<file path="src/hw/rtl/utf8u16_pkg.sv">
// ----------------------------------------------------------------------------
// UTF-8 to UTF-16 transcoder package
// Item types for the request and response channels, and the decoder state
// and result bundle shared by the top level and the decoder.
// ----------------------------------------------------------------------------
package utf8u16_pkg;

   // One UTF-8 byte of the string, with the end-of-string mark.
   typedef struct packed {
      logic [7:0] in_byte;
      logic       string_end;
   } req_payload_type;

   // One UTF-16 code unit, or a bare end marker.
   typedef struct packed {
      logic [15:0] code_unit;
      logic        unit_valid;
      logic        run_last;
      logic        output_end;
   } rsp_payload_type;

   // Sequence state carried from one byte to the next. At most two bytes
   // after a lead are ever held: the third completes the sequence at once.
   typedef struct packed {
      logic [7:0] lead_byte;
      logic [1:0] bytes_needed;
      logic [7:0] held_0;
      logic [7:0] held_1;
      logic [1:0] held_count;
   } dec_state_type;

   // Everything the decoder returns for one byte.
   typedef struct packed {
      rsp_payload_type first;
      rsp_payload_type second;
      logic [1:0]      count;
      dec_state_type   next_state;
   } dec_out_type;

   localparam dec_state_type DEC_STATE_IDLE = '{
      lead_byte:    8'h00,
      bytes_needed: 2'd0,
      held_0:       8'h00,
      held_1:       8'h00,
      held_count:   2'd0
   };

endpackage

</file>
<file path="src/hw/rtl/utf8u16_decoder.sv">
// ----------------------------------------------------------------------------
// UTF-8 to UTF-16 byte decoder
// Combinational step: takes one byte and the sequence state, and gives up
// to two code units and the next state, including the end-of-string replay.
// ----------------------------------------------------------------------------
module utf8u16_decoder
   import utf8u16_pkg::*;
(
   input  dec_state_type   state,
   input  req_payload_type item,
   output dec_out_type     result
);

   // Classes of a byte by the number of bytes that follow it as a lead.
   localparam logic [2:0] FOLLOW_NONE  = 3'd0;
   localparam logic [2:0] FOLLOW_ONE   = 3'd1;
   localparam logic [2:0] FOLLOW_TWO   = 3'd2;
   localparam logic [2:0] FOLLOW_THREE = 3'd3;
   localparam logic [2:0] FOLLOW_STRAY = 3'd4;

   localparam logic [15:0] HIGH_SURR_BASE = 16'hD800;
   localparam logic [15:0] LOW_SURR_BASE  = 16'hDC00;
   localparam logic [20:0] SUPP_BASE      = 21'h10000;

   function automatic logic [2:0] follow_count(input logic [7:0] b);
      logic [2:0] k;
      if (b[7] == 1'b0) begin
         k = FOLLOW_NONE;
      end else if (b[7:5] == 3'b110) begin
         k = FOLLOW_ONE;
      end else if (b[7:4] == 4'b1110) begin
         k = FOLLOW_TWO;
      end else if (b[7:3] == 5'b11110) begin
         k = FOLLOW_THREE;
      end else begin
         k = FOLLOW_STRAY;
      end
      return k;
   endfunction

   function automatic logic [20:0] decode_cp(input logic [7:0] lead, input logic [1:0] n,
                                             input logic [7:0] r0, input logic [7:0] r1,
                                             input logic [7:0] r2);
      logic [20:0] cp;
      if (n == FOLLOW_ONE[1:0]) begin
         cp = {10'd0, lead[4:0], r0[5:0]};
      end else if (n == FOLLOW_TWO[1:0]) begin
         cp = {5'd0, lead[3:0], r0[5:0], r1[5:0]};
      end else begin
         cp = {lead[2:0], r0[5:0], r1[5:0], r2[5:0]};
      end
      return cp;
   endfunction

   always_comb begin
      logic [7:0]    b;
      logic          fin;
      logic [2:0]    k;
      logic [1:0]    new_count;
      logic [7:0]    r0;
      logic [7:0]    r1;
      logic [20:0]   cp;
      logic [20:0]   offs;
      logic [15:0]   u0;
      logic [15:0]   u1;
      logic          valid0;
      logic [1:0]    n_units;
      logic          emit_cp;
      dec_state_type st;

      b         = item.in_byte;
      fin       = item.string_end;
      k         = follow_count(b);
      new_count = state.held_count + 2'd1;
      r0        = (state.held_count == 2'd0) ? b : state.held_0;
      r1        = (state.held_count == 2'd1) ? b : state.held_1;
      cp        = decode_cp(state.lead_byte, state.bytes_needed, r0, r1, b);
      offs      = cp - SUPP_BASE;
      u0        = 16'h0000;
      u1        = 16'h0000;
      valid0    = 1'b1;
      n_units   = 2'd0;
      emit_cp   = 1'b0;
      st        = state;

      if (state.bytes_needed == 2'd0) begin
         if (k == FOLLOW_NONE) begin
            u0      = {8'h00, b};
            n_units = 2'd1;
         end else if (k != FOLLOW_STRAY && !fin) begin
            st.lead_byte    = b;
            st.bytes_needed = k[1:0];
            st.held_count   = 2'd0;
         end
      end else if (new_count >= state.bytes_needed) begin
         emit_cp = 1'b1;
         st      = DEC_STATE_IDLE;
      end else begin
         if (state.held_count == 2'd0) begin
            st.held_0 = b;
         end else begin
            st.held_1 = b;
         end
         st.held_count = new_count;
         // The string ended short: the lead is dropped and the bytes held
         // after it are decoded once more on their own.
         if (fin) begin
            if (new_count == 2'd1) begin
               if (k == FOLLOW_NONE) begin
                  u0      = {8'h00, b};
                  n_units = 2'd1;
               end
            end else begin
               if (follow_count(r0) == FOLLOW_NONE) begin
                  u0      = {8'h00, r0};
                  n_units = 2'd1;
                  if (k == FOLLOW_NONE) begin
                     u1      = {8'h00, b};
                     n_units = 2'd2;
                  end
               end else if (follow_count(r0) == FOLLOW_ONE) begin
                  u0      = {5'd0, r0[4:0], b[5:0]};
                  n_units = 2'd1;
               end else if (k == FOLLOW_NONE) begin
                  u0      = {8'h00, b};
                  n_units = 2'd1;
               end
            end
         end
      end

      if (emit_cp) begin
         if (cp < SUPP_BASE) begin
            u0      = cp[15:0];
            n_units = 2'd1;
         end else begin
            u0      = HIGH_SURR_BASE | {5'd0, offs[20:10]};
            u1      = LOW_SURR_BASE | {6'd0, offs[9:0]};
            n_units = 2'd2;
         end
      end

      if (fin) begin
         st = DEC_STATE_IDLE;
         if (n_units == 2'd0) begin
            u0      = 16'h0000;
            valid0  = 1'b0;
            n_units = 2'd1;
         end
      end

      result.first.code_unit  = u0;
      result.first.unit_valid = valid0;
      result.first.run_last   = (n_units == 2'd1);
      result.first.output_end = fin && (n_units == 2'd1);
      result.second.code_unit  = u1;
      result.second.unit_valid = 1'b1;
      result.second.run_last   = 1'b1;
      result.second.output_end = fin;
      result.count      = n_units;
      result.next_state = st;
   end

endmodule

</file>
<file path="src/hw/rtl/utf8_to_utf16_transcoder_unit.sv">
// ----------------------------------------------------------------------------
// UTF-8 to UTF-16 transcoder unit
// Turns a UTF-8 byte stream into UTF-16 code units, one byte per item in and
// one code unit per item out, with surrogate pairs for supplementary planes.
//
//   Channel | Direction | Handshake                | Item
//   req     | in        | req_valid / req_stall    | req_payload_type (byte, end)
//   rsp     | out       | rsp_valid / rsp_stall    | rsp_payload_type (unit, flags)
//
// One byte is taken each cycle while the response side is not stalled; a byte
// that yields a surrogate pair or two replayed units holds the input while the
// second unit leaves, since the result register sends one unit per cycle.
// Each byte passes through the input register, then is decoded into the result register.
// Reset clears the sequence state and both registers' valid flags.
// A stalled response stalls the request side only once the input register is
// full and the result register cannot be refilled in the same cycle.
// ----------------------------------------------------------------------------
module utf8_to_utf16_transcoder_unit
   import utf8u16_pkg::*;
(
   input  logic            clock,
   input  logic            reset,
   input  logic            req_valid,
   output logic            req_stall,
   input  req_payload_type req_payload,
   output logic            rsp_valid,
   input  logic            rsp_stall,
   output rsp_payload_type rsp_payload
);

   logic            in_valid_ff, in_valid_in;
   req_payload_type in_data_ff, in_data_in;
   dec_state_type   state_ff, state_in;
   rsp_payload_type res0_ff, res0_in;
   rsp_payload_type res1_ff, res1_in;
   logic [1:0]      res_cnt_ff, res_cnt_in;

   dec_out_type     dec_out;
   logic            rsp_fire;
   logic            req_fire;
   logic            pair_free;
   logic            consume;

   utf8u16_decoder u_decoder (
      .state  (state_ff),
      .item   (in_data_ff),
      .result (dec_out)
   );

   assign rsp_valid   = (res_cnt_ff != 2'd0);
   assign rsp_payload = res0_ff;
   assign rsp_fire    = rsp_valid && !rsp_stall;

   // The result register can take a new item once its last unit leaves.
   assign pair_free = (res_cnt_ff == 2'd0) || ((res_cnt_ff == 2'd1) && rsp_fire);
   assign consume   = in_valid_ff && pair_free;
   assign req_stall = in_valid_ff && !pair_free;
   assign req_fire  = req_valid && !req_stall;

   always_comb begin
      in_valid_in = in_valid_ff;
      in_data_in  = in_data_ff;
      state_in    = state_ff;
      res0_in     = res0_ff;
      res1_in     = res1_ff;
      res_cnt_in  = res_cnt_ff;

      if (consume) begin
         in_valid_in = 1'b0;
      end
      if (req_fire) begin
         in_valid_in = 1'b1;
         in_data_in  = req_payload;
      end

      if (consume) begin
         state_in   = dec_out.next_state;
         res0_in    = dec_out.first;
         res1_in    = dec_out.second;
         res_cnt_in = dec_out.count;
      end else if (rsp_fire) begin
         res0_in    = res1_ff;
         res_cnt_in = res_cnt_ff - 2'd1;
      end
   end

   always_ff @(posedge clock) begin
      if (reset) begin
         in_valid_ff <= 1'b0;
         state_ff    <= DEC_STATE_IDLE;
         res_cnt_ff  <= 2'd0;
      end else begin
         in_valid_ff <= in_valid_in;
         state_ff    <= state_in;
         res_cnt_ff  <= res_cnt_in;
      end
      in_data_ff <= in_data_in;
      res0_ff    <= res0_in;
      res1_ff    <= res1_in;
   end

endmodule
</file>
<file path="config.mk">
export PLATFORM = sky130hd
export DESIGN_NAME = utf8_to_utf16_transcoder_unit
export DESIGN_NICKNAME = d
export VERILOG_FILES = /design/src/hw/rtl/utf8u16_pkg.sv /design/src/hw/rtl/utf8u16_decoder.sv /design/src/hw/rtl/utf8_to_utf16_transcoder_unit.sv
export SDC_FILE = /design/constraint.sdc
export NUM_CORES = 1
export LEC_CHECK = 0
export ABC_CLOCK_PERIOD_IN_PS = 7500
export BUFFER_PORTS_ARGS = -buffer_cell sky130_fd_sc_hd__buf_2
export CAP_MARGIN = 20
export CORE_MARGIN = 5
export CORE_UTILIZATION = 25
export CTS_CLUSTER_DIAMETER = 200
export DETAILED_ROUTE_END_ITERATION = 8
export HOLD_SLACK_MARGIN = 0.02
export PLACE_DENSITY = 0.46
export SYNTH_ARGS = -nofsm -noshare
export SYNTH_HDL_FRONTEND = slang
export SYNTH_SLANG_ARGS = --single-unit
</file>
<file path="constraint.sdc">
create_clock -name clock -period 7.5 [get_ports clock]
set_input_delay 1.125 -clock clock [delete_from_list [all_inputs] [get_ports clock]]
set_output_delay 1.125 -clock clock [all_outputs]
set_load 0.05 [all_outputs]
</file>
==> results.sh, run 1 <==
export IMPL_grt_pass1_wl_um=18900
export IMPL_hold_viol_final=0
export IMPL_grt_start_max_net_pins=36
export IMPL_synth_top_area_share=0.304
export IMPL_synth_seq_cells=66
export IMPL_hpwl_um=8970
export IMPL_syn_area_um2=3950
export IMPL_nNetsFinal=457
export IMPL_worstPathArrival_ns=3.69
export IMPL_synth_area_top_cells="edfxtp_1 30%, dfxtp_1 13%, nor2_1 4.7%, o21ai_0 3.4%, mux2i_1 3.3%"
export IMPL_fin_skew_ns=0.00560
export IMPL_dr_pass1_iters=7
export IMPL_post_place_cells=642
export IMPL_ir_drop_mv=0.114
export IMPL_crit_buf_inv=1
export IMPL_slowest_delay_ns=0.86
export IMPL_worstSetupEndpointType="register"
export IMPL_worst_pin_slew_ns=0.827
export IMPL_finalSetupTns_ns=0
export IMPL_placementRows=46
export IMPL_post_route_util=0.294
export IMPL_initial_core_util=0.252
export IMPL_vias=3326
export IMPL_clkSinkCount=66
export IMPL_ctsResizeCount=0
export IMPL_setup_viol=0
export IMPL_hold_worst_slack_ns=0.497
export IMPL_io_pins=34
export IMPL_use_met3=0.0319
export IMPL_path_clk_slew_ns=0.06
export IMPL_cts_root_buffer="clkbuf_16"
export IMPL_ctsHoldBuffers=0
export IMPL_fmax_mhz=284
export IMPL_diodes=0
export IMPL_slowest_stage="dfxtp_1"
export IMPL_fin_cells=658
export IMPL_antenna_found_initial=0
export IMPL_hold_path_class="reg2reg"
export IMPL_drc=0
export IMPL_grt_use_met2=0.196
export IMPL_synth_nets=439
export IMPL_wire_per_inst_um=18.5
export IMPL_place_ws_ns=4.03
export IMPL_seq_area_frac_synth=0.435
export IMPL_fin_ws_ns=3.98
export IMPL_numPortBuffers=33
export IMPL_h_tree_depth=3
export IMPL_yosysUniqueCellTypes=65
export IMPL_use_met1=0.194
export IMPL_first_global_vias=3098
export IMPL_r2r_slack_ns=3.98
export IMPL_finalMaxSlewViolations=0
export IMPL_overflow=0
export IMPL_rsz0062_at_grt="false"
export IMPL_drtAntennaViolNets=0
export IMPL_drive_above_1_share=0.195
export IMPL_grt_usage=0.136
export IMPL_total_leakage_power_nw=1.69
export IMPL_cap_violations=0
export IMPL_required_ns=7.67
export IMPL_critical_path_top_delay_family="simple AND/OR/NAND/NOR gates"
export IMPL_dieArea_um2=18400
export IMPL_top_usage_layer="met2"
export IMPL_path_cells="inv_1 > ha_1 > nand2b_2 > a2111oi_4 > and3_1 > or2b_4 > o21ai_4 > o31ai_2"
export IMPL_cp_max_fo=25
export IMPL_fin_crit_sh=0.469
export IMPL_area_growth_synth_to_final_pct=17.0
export IMPL_p_per_area_nw_per_um2=260
export IMPL_die_w_um=136
export IMPL_async_flop_share=0
export IMPL_start_kind="register"
export IMPL_die_h_um=136
export IMPL_cts_buffers=9
export IMPL_crit_type="reg2reg"
export IMPL_gp_congestion=0.905
export IMPL_netlist_instances=419
export IMPL_drtIter0Drc=325
export IMPL_synth_area_per_cell_um2=9.44
export IMPL_cts_tree="yes"
export IMPL_min_period_ns=3.52
export IMPL_synth_top_area_cell="edfxtp_1"
export IMPL_drt_wl_total_um=12100
export IMPL_clockBufferDepth=2
export IMPL_cts_setup_buffers=0
export IMPL_viasPerCell=5.05
export IMPL_synth_edff_count=40
export IMPL_clk_insertion_delay_late_ns=0.34
export IMPL_status="finished, final reports clean"
export IMPL_core_um2=15700
export IMPL_max_slew_margin=0.448
export IMPL_synthFlopType="edfxtp_1"
export IMPL_yosys_warnings=0
[per-layer routing]
metal  part of all wire  up-vias  routed length, um
met1               0.47     1564               5760
met3              0.072       21                878
li1                   -     1617                  -
met4              0.023        0                280
met5                  0        -                  0
met2               0.43      124               5230
[Yosys cell counts (3+ instances only)]
| master | number |
|---|---|
| nand2b_1 | 6 |
| buf_1 | 3 |
| a21oi_1 | 14 |
| clkbuf_1 | 11 |
| a22o_1 | 14 |
| or3_1 | 3 |
| mux2i_1 | 13 |
| a31oi_1 | 5 |
| mux2_2 | 10 |
| edfxtp_1 | 40 |
| xnor2_1 | 3 |
| nor2b_1 | 4 |
| nor2_1 | 50 |
| buf_4 | 4 |
| dfxtp_1 | 26 |
| o31ai_1 | 7 |
| a32oi_1 | 7 |
| ha_1 | 7 |
| and3_1 | 7 |
| a22oi_1 | 13 |
| buf_2 | 11 |
| o211ai_1 | 9 |
| or2_2 | 3 |
| o22ai_1 | 11 |
| a211oi_1 | 6 |
| o221ai_1 | 3 |
| nor3_1 | 3 |
| nand2_1 | 33 |
| inv_1 | 14 |
| o21ai_0 | 27 |
| nand3_1 | 6 |
[area by class of cell]
cell class,count,area [um2]
clock buffer,10,229
sequential,66,1720
multi-input combinational,307,2030
fill,1640,11100
clock inverter,6,115
tap,216,270
timing repair buffer,37,195
inverter,16,60.1
[sequential cells by signal, summed over array words and instances, names as in the netlist]
register and flops:
res1_ff 12, state_ff 23, rsp_payload 19, in_valid_ff 1, res_cnt_ff 2, in_data_ff 9
[cell families after synthesis]
family | synth area share
compound gates | 0.253
simple gates | 0.166
flops | 0.435
buf+inv | 0.0513
mux | 0.0614
fa+ha+maj | 0.0222
xor+xnor | 0.0111
[per-stage QoR]
stage	area (um2)	total power, mW
after floorplan	3950	0.651
after global placement	4280	0.723
after detailed placement	4280	0.724
after CTS	4620	1.22
after global routing	4620	1.26
final	4620	1.20
[where the power goes]
part | internal [mW] | leakage, nW | total (mW) | switching, mW
Sequential | 0.425 | 0.594 | 0.447 | 0.0224
Clock | 0.326 | 0.163 | 0.487 | 0.161
Combinational | 0.0756 | 0.933 | 0.268 | 0.193
[worst reg2reg max path, stage by stage (launching register included)]
cell,delay (ns)
dfxtp_1,0.86
inv_1,0.48
ha_1,0.37
nand2b_2,0.22
a2111oi_4,0.40
and3_1,0.45
or2b_4,0.22
o21ai_4,0.08
o31ai_2,0.27
[layout by cell type (no fill, tap or decap), types with 9 or more instances in the layout]
cell / n
nor2_1: 50
edfxtp_1: 40
nand2_1: 33
buf_2: 33
o21ai_0: 27
dfxtp_1: 26
inv_1: 14
a21oi_1: 14
a22o_1: 14
a22oi_1: 13
mux2i_1: 12
o22ai_1: 11
mux2_2: 10
o211ai_1: 9
clkbuf_16: 9
[final timing paths]
kind                 from        endpoint  cells after the start
max reg2reg  state_ff[19]  rsp_payload[3]                      8
min reg2reg  state_ff[24]    state_ff[24]                      1
min          state_ff[24]    state_ff[24]                      1
max          state_ff[19]  rsp_payload[3]                      8
No activity file was read; power rests on OpenSTA's default activity.
==> inputs of run 2 (changes only) <==
Settings changed: ABC_CLOCK_PERIOD_IN_PS 7500 to 3350.
Clock period 7.5 ns to 3.35 ns, I/O delays scaled along.
==> run 2 against run 1 <==
Cell area increased by 0.65%. Utilization is 0.19 points higher. Critical endpoint is now rsp_payload[13]. Largest cell class unchanged. Wire length down 3.0%. Via count rose by 0.87%.
==> results.sh, run 2 (same netlist as run 1, synthesis figures left out) <==
export IMPL_crit_type="reg2reg"
export IMPL_dr_pass1_iters=5
export IMPL_h_tree_depth=3
export IMPL_cap_violations=0
export IMPL_die_h_um=136
export IMPL_final_common_cell="nor2_1"
export IMPL_nNetsFinal=461
export IMPL_multiInputGateArea_um2=2030
export IMPL_dieArea_um2=18400
export IMPL_layout_common_cells="50 x nor2_1, 40 x edfxtp_1, 33 x nand2_1, 33 x buf_2, 27 x o21ai_0"
export IMPL_clkSinkCount=66
export IMPL_area_growth_synth_to_final_pct=17.7
export IMPL_diodes=0
export IMPL_regMostFlops="state_ff"
export IMPL_rsz0062_at_grt="false"
export IMPL_cts_buffers=9
export IMPL_fmax_mhz=356
export IMPL_post_route_util=0.296
export IMPL_ctsHoldBuffers=0
export IMPL_grt_usage=0.132
export IMPL_status="finished, final reports clean"
export IMPL_drc=0
export IMPL_finalSetupTns_ns=0
export IMPL_numPortBuffers=33
export IMPL_cp_max_fo=19
export IMPL_p_per_area_nw_per_um2=577
export IMPL_grt_pass1_wl_um=18800
export IMPL_clk_insertion_delay_late_ns=0.33
export IMPL_total_power_mw=2.68
export IMPL_hold_viol_final=0
export IMPL_core_um2=15700
export IMPL_wire_per_inst_um=17.8
export IMPL_grt_start_max_net_pins=35
export IMPL_drt_wl_total_um=11800
export IMPL_total_leakage_power_nw=1.71
export IMPL_dpl_cell_area_um2=4310
export IMPL_placementRows=46
export IMPL_cts_tree="yes"
export IMPL_required_ns=3.43
export IMPL_viasPerCell=5.07
export IMPL_drive_above_1_share=0.200
export IMPL_fin_crit_sh=0.840
export IMPL_finalMaxSlewViolations=0
export IMPL_fin_skew_ns=0.00733
export IMPL_clockBufferDepth=2
export IMPL_setup_viol=0
export IMPL_nFillCells=1669
export IMPL_antenna_found_initial=0
export IMPL_die_w_um=136
export IMPL_hpwl_um=8690
export IMPL_worstPathArrival_ns=2.89
export IMPL_first_global_vias=3308
export IMPL_drtIter0Drc=410
export IMPL_final_area_um2=4650
export IMPL_min_period_ns=2.81
export IMPL_seq_area_um2=1720
export IMPL_largest_reg_flops=23
export IMPL_ir_drop_mv=0.258
export IMPL_cts_setup_buffers=0
export IMPL_io_pins=34
export IMPL_path_clk_slew_ns=0.05
export IMPL_initial_core_util=0.252
export IMPL_vias=3355
export IMPL_drtAntennaViolNets=0
export IMPL_hold_path_class="in2reg"
export IMPL_max_slew_margin=0.514
export IMPL_worst_pin_slew_ns=0.729
export IMPL_worstSetupEndpointType="register"
export IMPL_start_kind="register"
export IMPL_gp_congestion=0.886
export IMPL_overflow=0
export IMPL_ctsResizeCount=0
export IMPL_cts_root_buffer="clkbuf_16"
==> run 2: final cells by class <==
class,instances,area share
multi-input combinational,307,0.437
sequential,66,0.370
tap,216,0.0581
clock buffer,11,0.0522
timing repair buffer,41,0.0484
clock inverter,5,0.0218
inverter,16,0.0129
==> run 2: power breakdown <==
group          leakage, nW  switching, mW  internal (mW)
clock network        0.163          0.338          0.744
registers            0.594         0.0470          0.952
logic                0.953          0.430          0.174
==> run 2: critical path, cell delays in order, from the launching register on <==
cell	delay (ns)
dfxtp_1	0.33
inv_1	0.09
ha_1	0.64
mux2_2	0.47
nand2_1	0.11
ha_1	0.23
nand2_1	0.07
a32oi_1	0.19
mux2i_1	0.10
a32oi_1	0.24
o21ai_1	0.09
==> run 2: per-layer routing <==
| metal | vias to the layer above | track usage | share of wire |
|---|---|---|---|
| li1 | 1624 | - | - |
| met1 | 1623 | 0.187 | 0.49 |
| met2 | 99 | 0.208 | 0.45 |
| met3 | 9 | 0.0267 | 0.052 |
| met4 | 0 | 0.0336 | 0.0098 |
| met5 | - | 0 | 0 |
==> run 2: path summary, 6_finish.rpt <==
check	startpoint	end	slack [ns]	cells past startpoint
max reg2reg	state_ff[0]	rsp_payload[13]	0.54	10
min reg2reg	state_ff[24]	state_ff[24]	0.52	1
max	state_ff[0]	rsp_payload[13]	0.54	10
min	req_payload[6]	in_data_ff[6]	0.35	1
==> run 2: metrics by stage <==
| step | setup WS (ns) | hold WS (ns) | cells |
|---|---|---|---|
| after CTS | 0.558 | 0.337 | 662 |
| final | 0.537 | 0.349 | 662 |
| after global routing | 0.329 | 0.337 | 662 |
| after global placement | 0.580 | 0.488 | 646 |
| after detailed placement | 0.561 | 0.484 | 646 |
| after floorplan | 0.779 | 0.428 | 419 |
==> inputs of run 3 (changes only) <==
Settings changed: ABC_CLOCK_PERIOD_IN_PS 3350 to 2450, PLACE_DENSITY 0.46 to 0.47.
Clock period 3.35 ns to 2.45 ns, I/O delays scaled along.
==> run 3 against run 2 <==
Fmax up 20%. Highest routed layer unchanged. Critical endpoint is now rsp_payload[6]. Sequential power increased by 35%. Register-to-register slack got worse by 0.43 ns. Critical path depth shrank 1. Power increased by 34%. Largest cell class unchanged. Cell area rose by 6.5%. Die area unchanged.
==> results.sh, run 3 (same netlist as run 1, synthesis figures left out) <==
export IMPL_status="finished, final reports clean"
export IMPL_regMostFlops="state_ff"
export IMPL_finalMaxSlewViolations=0
export IMPL_post_place_cells=684
export IMPL_fmax_mhz=426
export IMPL_fin_ws_ns=0.105
export IMPL_worstPathArrival_ns=2.51
export IMPL_cts_setup_buffers=0
export IMPL_fin_cells=700
export IMPL_ir_drop_mv=0.318
export IMPL_nNetsFinal=499
export IMPL_p_int_mw=2.48
export IMPL_rsz0062_at_grt="true"
export IMPL_cp_max_fo=11
export IMPL_switching_share=0.313
export IMPL_hpwl_um=9540
export IMPL_slowest_stage="o31ai_1"
export IMPL_dpl_cell_area_um2=4600
export IMPL_area_growth_synth_to_final_pct=25.3
export IMPL_fin_skew_ns=0.00642
export IMPL_io_pins=34
export IMPL_pwr_share_comb=0.255
export IMPL_drtAntennaViolNets=0
export IMPL_place_ws_ns=-0.0297
export IMPL_largest_reg_flops=23
export IMPL_die_w_um=136
export IMPL_start_kind="register"
export IMPL_p_per_area_nw_per_um2=728
export IMPL_crit_type="reg2reg"
export IMPL_vias=3492
export IMPL_path_clk_slew_ns=0.05
export IMPL_drive_above_1_share=0.283
export IMPL_cap_violations=0
export IMPL_grt_pass1_wl_um=19600
export IMPL_post_route_util=0.315
export IMPL_initial_core_util=0.252
export IMPL_grt_start_max_net_pins=30
export IMPL_dieArea_um2=18400
export IMPL_worst_pin_slew_ns=0.730
export IMPL_h_tree_depth=3
export IMPL_required_ns=2.62
export IMPL_power_switching_mw=1.13
export IMPL_worstSetupEndpointType="register"
export IMPL_gp_congestion=0.892
export IMPL_fin_crit_sh=0.957
export IMPL_overflow=0
export IMPL_final_common_cell="nor2_1"
export IMPL_grt_usage=0.138
export IMPL_crit_buf_inv=2
export IMPL_clkSinkCount=66
export IMPL_antenna_found_initial=0
export IMPL_layout_common_cells="50 x nor2_1, 46 x buf_4, 40 x edfxtp_1"
export IMPL_critical_path_top_delay_family="compound AO/OA/AOI/OAI gates"
export IMPL_wire_per_inst_um=17.8
export IMPL_total_leakage_power_nw=1.89
export IMPL_first_global_vias=3390
export IMPL_clockBufferDepth=2
export IMPL_drt_wl_total_um=12400
export IMPL_cts_buffers=9
export IMPL_final_area_um2=4960
export IMPL_drtIter0Drc=306
export IMPL_cts_tree="yes"
export IMPL_viasPerCell=4.99
export IMPL_dr_pass1_iters=4
export IMPL_clock_power_share=0.372
export IMPL_min_period_ns=2.34
export IMPL_numPortBuffers=33
export IMPL_hold_path_class="in2reg"
export IMPL_power_frac_seq=0.373
export IMPL_drc=0
export IMPL_cts_root_buffer="clkbuf_16"
export IMPL_setup_viol=0
export IMPL_slowest_delay_ns=0.46
export IMPL_hold_viol_final=0
export IMPL_nFillCells=1653
export IMPL_max_slew_margin=0.511
export IMPL_core_um2=15700
export IMPL_diodes=0
export IMPL_placementRows=46
export IMPL_ctsHoldBuffers=0
export IMPL_die_h_um=136
export IMPL_path_cells="inv_1 > ha_2 > buf_4 > mux2_2 > nor2_1 > o31ai_1 > nand2_1 > and3_1 > o31ai_2"
export IMPL_clk_insertion_delay_late_ns=0.33
[run 3: changes by cell type in the layout (fill, tap and decap cells not counted), sizes merged]
cell / before / now
buf: 41 / 79
clkinv: 1 / 3
bufinv: 3 / 2
clkbuf: 11 / 10
[run 3: what timing repair did]
action                                 4_1_cts  5_1_grt
setup endpoints to repair                    7       38
pin swaps                                    1        2
endpoints found under the hold margin        0        0
cloned                                       0        0
resized for setup                            4       11
[run 3: power by group through the flow]
stage          Sequential (mW)  Clock [mW]  Combinational (mW)
3_5_place_dp              1.37           0               0.904
6_report                  1.35        1.34               0.920
5_1_grt                   1.35        1.42               0.999
2_1_floorplan             1.53           0               0.461
4_1_cts                   1.35        1.38               0.909
3_3_place_gp              1.37           0               0.903
[run 3: worst register-to-register path, delay by kind of cell, from the launching register on]
| kind | cells | cell delay [ns] |
|---|---|---|
| AOI/OAI and AO/OA | 2 | 0.67 |
| adders and majority gates | 1 | 0.23 |
| buffers and inverters | 2 | 0.27 |
| DFF | 1 | 0.35 |
| muxes | 1 | 0.30 |
| and+or+nand+nor | 3 | 0.36 |
[run 3: layout make-up]
| type | instances | area, um2 | area share |
|---|---|---|---|
| Clock inverter | 6 | 81.3 | 0.0164 |
| Clock buffer | 10 | 229 | 0.0462 |
| Tap cell | 216 | 270 | 0.0545 |
| Multi-Input combinational cell | 307 | 2080 | 0.420 |
| Timing Repair Buffer | 79 | 510 | 0.103 |
| Sequential cell | 66 | 1730 | 0.348 |
| Inverter | 16 | 60.1 | 0.0121 |
[run 3: per-stage QoR]
step	hold WS [ns]	setup TNS, ns	power (mW)
final	0.208	0	3.61
after global routing	0.199	-0.0626	3.77
after CTS	0.199	0	3.63
after detailed placement	0.462	-0.0931	2.27
after global placement	0.474	-0.00536	2.27
after floorplan	0.428	0	1.99
[run 3: path summary, 6_finish.rpt]
kind | startpoint | endpoint | slack (ns) | depth (start not counted)
setup / recovery | state_ff[0] | rsp_payload[6] | 0.11 | 9
hold / removal | req_payload[8] | in_data_ff[8] | 0.21 | 1
hold reg to reg | state_ff[24] | state_ff[24] | 0.49 | 1
setup reg to reg | state_ff[0] | rsp_payload[6] | 0.11 | 9
[run 3: routing by layer]
| metal | wire length, um | GRT usage | part of all wire | vias up |
|---|---|---|---|---|
| met5 | 0 | 0 | 0 | - |
| met1 | 5930 | 0.193 | 0.48 | 1663 |
| li1 | - | - | - | 1703 |
| met4 | 295 | 0.0482 | 0.024 | 0 |
| met2 | 5540 | 0.210 | 0.45 | 106 |
| met3 | 673 | 0.0323 | 0.054 | 20 |
